--- src/bpfc_ram.sv ---
// single write port, single read port ram with registered read data
module bpfc_ram #(
   parameter int DEPTH = 64,
   parameter int WIDTH = 64
) (
   input  logic                     clock,
   input  logic                     wr_en,
   input  logic [$clog2(DEPTH)-1:0] wr_addr,
   input  logic [WIDTH-1:0]         wr_data,
   input  logic [$clog2(DEPTH)-1:0] rd_addr,
   output logic [WIDTH-1:0]         rd_data
);

   logic [WIDTH-1:0] mem [DEPTH];

   // write port
   always_ff @(posedge clock) begin
      if (wr_en) begin
         mem[wr_addr] <= wr_data;
      end
   end

   // read port, old data on a collision
   always_ff @(posedge clock) begin
      rd_data <= mem[rd_addr];
   end

endmodule

--- config.mk ---
export PLATFORM = sky130hd
export DESIGN_NAME = bpfc_ram
export DESIGN_NICKNAME = d
export VERILOG_FILES = /design/src/bpfc_ram.sv
export SDC_FILE = /design/constraint.sdc
export NUM_CORES = 2
export LEC_CHECK = 0
export BUFFER_PORTS_ARGS = -buffer_cell sky130_fd_sc_hd__buf_4
export CAP_MARGIN = 20
export CORE_AREA = 2 2 725 727
export CTS_CLUSTER_SIZE = 40
export DETAILED_ROUTE_END_ITERATION = 10
export DIE_AREA = 0 0 727 729
export PLACE_DENSITY = 0.49
export SETUP_SLACK_MARGIN = 0.3
export SLEW_MARGIN = 10
export SYNTH_ARGS = -nofsm -noshare
export SYNTH_HDL_FRONTEND = slang
export SYNTH_SLANG_ARGS = --single-unit
--- constraint.sdc ---
create_clock -name clock -period 8.1 [get_ports clock]
set_input_delay 0.405 -clock clock [delete_from_list [all_inputs] [get_ports clock]]
set_output_delay 0.405 -clock clock [all_outputs]
set_load 0.005 [all_outputs]
== Word level (Yosys, flattened, before mapping) ==
Memory sizes are Yosys's and may differ from the RTL's. A register that Yosys moved wholly into a read port is not among the register bits.
Cells that the tools add are included.
W data, S select, Z words.
Operators by class
  muxes and demuxes: 2
Operator list (number)
  $mux W1: 2
Word-level totals
  register bits: 0
  RAM bits: 4096
  input bits: 78
  output and inout port bits: 64
  logic and storage cells: 3
  memories: 1
Memories
  mem: words 64, bits a word 64, rd ports 1, clocked after memory_dff 1, wr ports 1, line 14  | logic [WIDTH-1:0] mem [DEPTH];

== Logic depth before layout (Yosys ltp) ==
  word-level depth: 2
  depth in mapped cells: 9
  gate-level depth less buffers: 5

== Worst setup path after synthesis ==
Ideal clock, no wire load.
  path kind: input -> register
  start: input wr_addr[3]
  end: memory mem[48][0], enable pin
  library setup time: 564 ps
  arrival: 5277 ps
  data required time: 7536 ps
  slack: 2259 ps
  stages: 4
  path buffers: 1
  cell sequence: clkbuf_1 nor2b_1 nand4b_1 nor3_1
RTL lines
  from (decl): line 8  | input logic [$clog2(DEPTH)-1:0] wr_addr,
  to (decl): line 14
No word-level cell before the write port.

==> summary.md <==
| Metric | Value |
|---|---|
| Routed length per placed instance | `between 30 and 40 um` |
| Via density per instance | `5.20` |
| Flops & latches, synth | `roughly 4,200` |
| Time the worst path needs with I/O delays and setup | `between 3 and 4 ns` |
| Full die area | `530,000 um^2` |
| Crit path launch type | `input pin` |
| Initial antenna violation count | `46` |
| Via count of the first global-routing pass | `76,700` |
| Final Max Tran Viols | `0` |
| Final-report hold violation count | `0` |
| First drt pass iteration count | `6` |
| HPWL after detailed placement | `245 mm` |
| Total CTS buffers | `between 400 and 500` |
| Total core area | `roughly 520,000 um^2` |
| Layout cell share with drive strength beyond 1 | `0.278` |
| RSZ-0062 raised after global routing | `no` |
| Routed metal-1 wire length | `195 mm` |
| Die width | `727 um` |
| Top sig layer | `met5` |
| Post-CTS Setup Inserts | `0` |
| Worst Max-Slew Pin Slew | `1.17 ns` |
| Starting utilization of the core area | `0.299` |
| Fillers | `around 48,000` |
| Vias after detailed routing | `74,800` |
| Path type of the worst setup path | `in2reg` |
| Pin count of the biggest net entering global routing | `110` |
| Root Driver | `clkbuf_16` |
| Post-synthesis sequential area ratio | `0.795` |
| Kind of end point of the critical path | `flip-flop` |
| Net Count, Synth | `~6,700` |
| Amount of wire on met2 after detailed routing | `around 240 mm` |
| Post-route antenna net violation count | `0` |
| Worst min path class | `in2reg` |
| Summed negative setup slack over all endpoints | `0 ns` |
| Global routing usage summed across all routing layers | `0.175` |
| Crit path arrival time | `~4.0 ns` |
| Std-Cell Rows | `approximately 270` |
| Routed length on met3 | `around 26 mm` |
| DRC marker count from the first detailed-route iteration | `8,829` |
| Number of synthesis warnings | `0` |
| Final Core Density | `0.347` |
| Biggest fanout along the worst timing path | `93` |
| Area Overhead vs Synth | `16.0%` |
| Setup-failing EPs final | `0` |
| H-tree levels | `5` |
| CTS tree | `built` |
| GPL Wtd Cong | `about 0.74` |
| Clock skew after layout | `roughly 0.078 ns` |
| Post-detailed-route DRC marker count | `0` |
| Slack of the worst reg-to-reg path | `between 5 and 6 ns` |
| Gate Count Post-Synth | `roughly 6,600` |
| Dpl cells | `13,500` |
| Total wire length | `~470 mm` |
| Maximum number of buffers from clock root to sink | `4` |
| Highest clock rate | `~320 MHz` |
| Insertion delay of the later-clocked pin in the worst-skew pair | `~1.0 ns` |
| Number of hold buffers added after CTS | `64` |
| IO Port Bufs | `around 140` |
| Number of top-level design ports | `about 140` |
| CTS clk-pin slew, worst paths | `0.06 ns` |
| Status | `finished, final reports clean` |
| Max VDD drop | `around 0.00017 V` |
| Mean instance size in the synthesized netlist | `about 24 um^2` |
| Number of sinks handled by clock tree synthesis | `approximately 4,200` |
| Synthesized cell area | `between 150,000 and 200,000 um^2` |
| Static leakage power | `between 0.05 and 0.06 uW` |
| GRT Residual Overflow | `0` |
| Wire length of the first global-routing pass | `647 mm` |
| Finished Layout Cells | `around 14,000` |
| Power density over the cells | `251 nW/um^2` |
| Rel. slew slack | `0.217` |
| Required time at the worst-slack endpoint | `a little under 9 ns` |
| Final cycle utilization of the critical path | `0.388` |
| Net count reported at finish | `between 7,000 and 8,000` |
| Number of distinct library cell variants in the gate-level netlist after synthesis | `33` |
| Floorplan die height | `between 700 and 800 um` |
| Number of maximum-capacitance violations | `0` |
| Number of gates resized after cts | `0` |
==> sequential cells by signal, indices dropped and copies added (netlist names) <==
name / count
rd_data: 64
mem: 4096
==> cell usage in the layout (no fill, tap or decap), types with 29 or more instances in the layout <==
cell type / synthesis / routed
dlygate4sd3_1: 0 / 64
bufinv_16: 0 / 30
mux4_2: 1024 / 1024
clkbuf_16: 0 / 432
a211oi_1: 63 / 63
or3_1: 29 / 29
a22o_1: 88 / 88
dfxtp_1: 64 / 64
clkinv_2: 0 / 69
mux2i_1: 135 / 135
o22ai_1: 83 / 83
nand3_1: 45 / 45
edfxtp_1: 4096 / 4096
buf_12: 0 / 54
clkinv_1: 0 / 82
a22oi_1: 168 / 168
o221ai_1: 38 / 38
nor2_4: 0 / 65
clkbuf_1: 140 / 108
buf_4: 34 / 267
nor2_1: 112 / 47
nand2_1: 58 / 54
and3_1: 64 / 64
==> synth_stat cells <==
library cell	number	area, um^2
a22o_1	88	771
a41oi_1	26	228
nand3_1	45	225
and2_1	3	18.8
nand2b_1	11	68.8
or2_2	28	175
nor3_1	2	10.0
a211oi_1	63	473
or3b_2	1	8.76
a22oi_1	168	1260
and3_1	64	400
a31oi_1	18	113
mux4_2	1024	23100
nand2_1	58	218
a31o_1	1	8.76
dfxtp_1	64	1280
nor2b_1	28	175
nand3b_1	2	15.0
nand4_1	2	12.5
buf_4	34	255
clkbuf_1	140	526
o22ai_1	83	519
nand4b_1	1	8.76
inv_1	19	71.3
or3_1	29	181
a2bb2oi_1	19	166
o221ai_1	38	333
buf_2	170	851
mux2i_1	135	1350
buf_1	20	75.1
buf_6	6	67.6
nor2_1	112	420
edfxtp_1	4096	123000
==> final cells by class <==
cell class | instances | area (um^2) | area share
well taps | 6968 | 8720 | 0.0481
flip-flops and latches | 4160 | 124000 | 0.685
repair buffers | 389 | 3810 | 0.0210
inverters | 19 | 71.3 | 0.000393
clock inverters | 227 | 2170 | 0.0120
diodes | 4 | 10.0 | 0.0000552
clock buffers | 567 | 11600 | 0.0639
multi-input cells | 2049 | 30800 | 0.170
==> path summary, 6_finish.rpt <==
path                            depth (start not counted)         from          end
worst min-delay path                                    3   wr_addr[2]  mem[48][34]
worst min register to register                          4  mem[52][14]  rd_data[14]
worst max-delay path                                    8   rd_addr[0]  rd_data[37]
worst max register to register                          5  mem[63][13]  rd_data[13]
==> cells by family (layout without fill, tap and decap cells) <==
family | count (synthesis) | after routing | synth area share
flops | 4160 | 4160 | 0.795
mux | 1159 | 1159 | 0.156
compound gates | 504 | 504 | 0.0248
buf+inv | 389 | 1202 | 0.0118
simple gates | 386 | 386 | 0.0124
other cells | 0 | 4 | 0
==> worst max-delay path, cell delays in order <==
cell,delay (ns)
buf_16,0.43
buf_12,0.57
buf_4,0.69
mux4_2,0.58
mux2i_1,0.17
o22ai_1,0.11
a41oi_1,0.34
a211oi_1,0.08
==> metrics by stage <==
stage | instance area (um^2) | worst slack, ns | total power, uW | hold WS [ns]
2_1_floorplan | 156000 | 2.26 | 25400 | 0.504
3_3_place_gp | 167000 | 3.90 | 26500 | 0.799
3_5_place_dp | 167000 | 3.92 | 26500 | 0.802
4_1_cts | 181000 | 4.99 | 45900 | 0.0802
5_1_grt | 181000 | 4.65 | 46800 | 0.143
6_report | 181000 | 4.95 | 45500 | 0.134
==> routing by layer <==
layer	up-vias	track usage
met1	42000	0.233
li1	29500	-
met2	2700	0.303
met3	612	0.0223
met4	8	0.0436
met5	-	0
==> power breakdown <==
| part | switching (uW) | internal (uW) | total (uW) |
|---|---|---|---|
| combinational | 1320 | 788 | 2100 |
| sequential | 125 | 23800 | 24000 |
| clock | 8380 | 11000 | 19400 |
Note: power is estimated with default switching activity, not from simulation.
