[src/bpfc_div.sv]
// restoring divider, one quotient bit per cycle
module bpfc_div (
   input  logic        clock,
   input  logic        reset,
   input  logic        start,
   input  logic [15:0] dividend,
   input  logic [16:0] divisor,
   output logic        done,
   output logic [15:0] quotient,
   output logic [16:0] remainder
);

   logic [4:0]  step_ff, step_in;
   logic        busy_ff, busy_in;
   logic        done_ff, done_in;
   logic [16:0] rem_ff, rem_in;
   logic [15:0] quo_ff, quo_in;
   logic [16:0] dsr_ff, dsr_in;
   logic [17:0] trial;

   // one shift and subtract step
   always_comb begin
      trial   = {rem_ff, quo_ff[15]};
      step_in = step_ff;
      busy_in = busy_ff;
      done_in = 1'b0;
      rem_in  = rem_ff;
      quo_in  = quo_ff;
      dsr_in  = dsr_ff;
      if (start) begin
         step_in = 5'd16;
         busy_in = 1'b1;
         rem_in  = '0;
         quo_in  = dividend;
         dsr_in  = divisor;
      end else if (busy_ff) begin
         if (trial >= {1'b0, dsr_ff}) begin
            rem_in = 17'(trial - {1'b0, dsr_ff});
            quo_in = {quo_ff[14:0], 1'b1};
         end else begin
            rem_in = trial[16:0];
            quo_in = {quo_ff[14:0], 1'b0};
         end
         step_in = step_ff - 5'd1;
         if (step_ff == 5'd1) begin
            busy_in = 1'b0;
            done_in = 1'b1;
         end
      end
   end

   always_ff @(posedge clock) begin
      if (reset) begin
         busy_ff <= 1'b0;
         done_ff <= 1'b0;
         step_ff <= '0;
      end else begin
         busy_ff <= busy_in;
         done_ff <= done_in;
         step_ff <= step_in;
      end
      rem_ff <= rem_in;
      quo_ff <= quo_in;
      dsr_ff <= dsr_in;
   end

   assign done      = done_ff;
   assign quotient  = quo_ff;
   assign remainder = rem_ff;

endmodule

[config.mk]
export PLATFORM = sky130hd
export DESIGN_NAME = bpfc_div
export DESIGN_NICKNAME = d
export VERILOG_FILES = /design/src/bpfc_div.sv
export SDC_FILE = /design/constraint.sdc
export NUM_CORES = 1
export LEC_CHECK = 0
export ABC_CLOCK_PERIOD_IN_PS = 7900
export BUFFER_PORTS_ARGS = -buffer_cell sky130_fd_sc_hd__buf_2
export CELL_PAD_IN_SITES_DETAIL_PLACEMENT = 1
export CELL_PAD_IN_SITES_GLOBAL_PLACEMENT = 1
export CORE_MARGIN = 3
export CORE_UTILIZATION = 45
export DETAILED_ROUTE_END_ITERATION = 6
export PLACE_DENSITY = 0.9
export SYNTH_ARGS = -nofsm -noshare
export SYNTH_HDL_FRONTEND = slang
export SYNTH_SLANG_ARGS = --single-unit
[constraint.sdc]
create_clock -name clock -period 7.9 [get_ports clock]
set_input_delay 1.58 -clock clock [delete_from_list [all_inputs] [get_ports clock]]
set_output_delay 1.58 -clock clock [all_outputs]
set_load 0.02 [all_outputs]
# After elaboration in Yosys (flattened, before gate mapping)
# Index checks and enable logic that the tools add are counted.
word_totals:
  inputBits: 36
  wordCells: 25
  output_inout_bits: 34
  register_bits: 57
op_classes:
  reduce_logical: 3
  muxes: 10
  n_addsub: 2
  order_cmp: 1
  bitwise: 1
  n_eq_ne: 1
ops:
  columns: ["cell", "count"]
  rows:
  - ["$mux 16", 2]
  - ["$ge 18x17->1", 1]
  - ["$mux 17", 1]
  - ["$sub 17x17->17", 1]
  - ["$mux 5", 2]
  - ["$eq 5x1->1 const B", 1]
  - ["$mux 1", 5]
  - ["$sub 5x1->5 const B", 1]
  - ["$reduce_or 3->1", 1]
  - ["$reduce_bool 2->1", 1]
  - ["$reduce_or 2->1", 1]
  - ["$not 1->1", 1]

# Logic depth before layout (Yosys ltp)
logic_depth:
  ltp_word: 4
  depth_mapped: 13
  depth_no_buf: 11

# Worst setup path before layout
# Ideal clock, no wire load.
synth_timing:
  kind: "in2reg"
  start: "input port start"
  end: "register quo_ff[0] (netlist: quotient[0]) (data pin)"
  t_arrival_ns: 2.467
  path_buffers: 2
  stages: 3
  slack_ns: 5.173
  setup_ns: 0.260
  required_time_ns: 7.640
  cell_sequence: "clkbuf_1 > clkbuf_1 > mux2_2"
synth_between:
  elab_chain_len: 1
synth_rtl:
  columns: ["item", "line_no", "rtl"]
  rows:
  - ["start, declared", "5", "input logic start,"]
  - ["$mux 16", "30", "if (start) begin"]
  - ["named net quo_in[0]", "17", "logic [15:0] quo_ff, quo_in;"]
  - ["end signal, assigned", "63", "quo_ff <= quo_in;"]
  - ["end, declared", "17", null]
# The timed path passes the listed nets, and every way through them passes these cells.
# A chain may end at the register's enable or synchronous reset.

# Final worst setup path
layout_timing:
  start: "input port start"
  end: "register quo_ff[13] (netlist: quotient[13]), enable pin"
layout_between:
  elab_chain_len: 1
layout_rtl:
  columns: ["item"]
  rows:
  - ["$reduce_bool 2->1 (no line)"]
# Every way passes these cells.

==> results.yml <==
run_status:
  status: "finished clean"
drt:
  via_per_inst: 5.59
  antenna_left: 0
  vias: 2445
  wl_per_cell_um: 19.2
  drtIter0Drc: 112
  drc: 0
  firstDrtPassIters: 4
  drt_wl_total_mm: 8.40
cells_and_area:
  syn_to_final_growth_pct: 21.3
  nets: 411
  drive_gt1_frac: 0.303
  fillers: 755
  antenna_cells: 0
  final_area_um2: 3720
  final_cell_count_no_fill: 437
worst_setup_path:
  cp_slowest_cell: "nor2_1"
  cp-end-kind: "register"
  r2r_cells: 11
  cp_cell_sequence: "buf_2 > buf_4 > nor2_1 > inv_1"
  worstPathRequired_ns: 7.89
  crit_family: "buffers and inverters"
  rr_startpoint: "quotient[15]"
  cp.arrival_ns: 3.15
  path_buf_inv: 3
  crit_type: "in2reg"
  crit_path_start: "start"
  r2r_slack_ns: 5.01
  slowest_delay_ns: 0.63
  path_depth: 4
  path_max_fanout: 51
  cp-start-kind: "input port"
grt:
  grt_max_degree: 52
  gr-max-usage-layer: "met2"
  use_met2: 0.411
  grt.total_usage: 0.235
  antenna_found_initial: 0
  use_met3: 0.0708
  globalRouteOverflowTotal: 0
  grt_pass1_wl_mm: 13.5
  grt_pass1_vias: 2659
  use_met1: 0.260
place:
  post-place-cells: 421
  dp_hpwl_mm: 5.90
  gp_congestion: 0.800
  portBuffers: 69
  placed_area_um2: 3470
min_path:
  hp-start: "remainder[2]"
  min_path_type: "reg2reg"
  whs_path_depth: 2
power:
  vdd_drop_max_mv: 0.147
  combPwrFrac: 0.175
  p_seq_frac: 0.420
  leakagePower_nw: 1.63
  power.clock.fraction: 0.405
  p_int_mw: 0.609
  p_sw_frac: 0.280
  p_sw_mw: 0.238
  pwr_density_cell_nw_per_um2: 228
sta:
  fin_skew_ns: 0.0105
  rsz0062_at_grt: "no"
  hold_viol_final: 0
  max_freq_ghz: 0.317
  timing.final.crit_period_ns: 3.16
  slew_headroom: 0.403
  worst_pin_slew_ns: 0.895
  drv_slew: 0
  finalCritPeriodShare: 0.400
  fin_hold_ws_ns: 0.519
  setup_viol: 0
  finalSetupTns_ns: 0
logic_synthesis:
  synth_edf_count: 33
  ys_top_cells_by_area: "edfxtp_1, dfxtp_1, ha_1"
  seq_area_frac_synth: 0.480
  synth_fp_nets: 339
  yosysWarnings: 0
  synth-main-ff-cell: "edfxtp_1"
  netlist_area_um2: 3060
  netlist_instances: 283
  yosys.cell_count.top_type: "edfxtp_1"
  async_flop_share: 0
  ys_ff_latch: 57
  yosysUniqueCellTypes: 47
  syn_avg_cell_area_um2: 10.8
  yosys.area.top_type: "edfxtp_1"
  yosys-top-cells-count: "edfxtp_1, nand2_1, dfxtp_1, inv_1, ha_1"
  synth_top_area_frac: 0.323
clock_network:
  cts_setup_buffers: 0
  path_clk_slew_ns: 0.07
  cts_tree: "built"
  cts_resized: 0
  clockRootBuffer: "clkbuf_8"
  numCtsBuffers: 9
  cts_htree_levels: 3
  cts_sinks: 57
  ctsHoldBuffers: 0
  clkLatencyLatePin_ns: 0.36
  clk_path_buf_depth: 2
floorplan:
  start_util: 0.474
  core_area_um2: 6460
  pin_count: 70
  die_x_um: 88.5
  row_count: 29
  die_area_um2: 7840
  die_h_um: 88.5
run:
  drv_cap: 0
layer usage:
metal / vias to the layer above / part of all wire
met1: 1186 / 0.41
li1: 1162 / -
met2: 73 / 0.51
met3: 24 / 0.050
met5: - / 0
met4: 0 / 0.029
flip-flops by register name (all words and copies together) (netlist names):
name / flops
dsr_ff: 17
step_ff: 5
busy_ff: 1
quotient: 16
remainder: 17
done: 1
metrics by stage:
step,power [mW],utilization,setup WS [ns]
2_1_floorplan,0.459,-,5.17
3_3_place_gp,0.498,0.538,4.53
3_5_place_dp,0.508,0.538,4.44
4_1_cts,0.848,0.576,4.81
5_1_grt,0.884,0.576,4.52
6_report,0.847,0.576,4.74
cells in the final DEF, fill, tap and decap left out, drive strengths merged, types with 6 or more instances in the layout:
master and instances:
a211oi 9, clkbuf 9, a21o 6, o21ai 16
ha 19, mux2 17, nor2 15, xnor2 10
a21oi 11, edfxtp 33, nand2 27, dfxtp 24
inv 24, buf 71, mux2i 12, xor2 9
layout make-up:
class	count	area, um^2	area share
Sequential cell	57	1470	0.396
Multi-Input combinational cell	192	1460	0.392
Timing Repair Buffer	71	360	0.0969
Clock buffer	9	124	0.0333
Clock inverter	7	119	0.0320
Tap cell	77	96.3	0.0259
Inverter	24	90.1	0.0242
power by group through the flow:
stage,registers (mW),clock network [mW],logic [mW]
floorplan,0.372,0,0.0872
global placement,0.360,0,0.137
detailed placement,0.362,0,0.146
CTS,0.356,0.344,0.149
global route,0.359,0.363,0.162
finish,0.356,0.343,0.148
worst paths after layout:
check / to
min: remainder[2]
min reg2reg: remainder[2]
max: quotient[13]
max reg2reg: remainder[12]
worst min-delay path, cell delays in order (launching register included):
cell	delay, ns
dfxtp_1	0.35
nand2_1	0.07
o21ai_1	0.05
kinds of logic (layout without fill, tap and decap cells):
family | Yosys count | count (layout) | share of synthesized area
AND/OR/NAND/NOR | 63 | 63 | 0.0939
flip-flops | 57 | 57 | 0.480
adder cells (fa/ha/maj) | 20 | 20 | 0.0841
XOR/XNOR | 19 | 19 | 0.0543
AO/OA/AOI/OAI | 61 | 61 | 0.141
buffers and inverters | 34 | 111 | 0.0445
multiplexers | 29 | 29 | 0.102
Note: power is estimated with default switching activity, not from simulation.
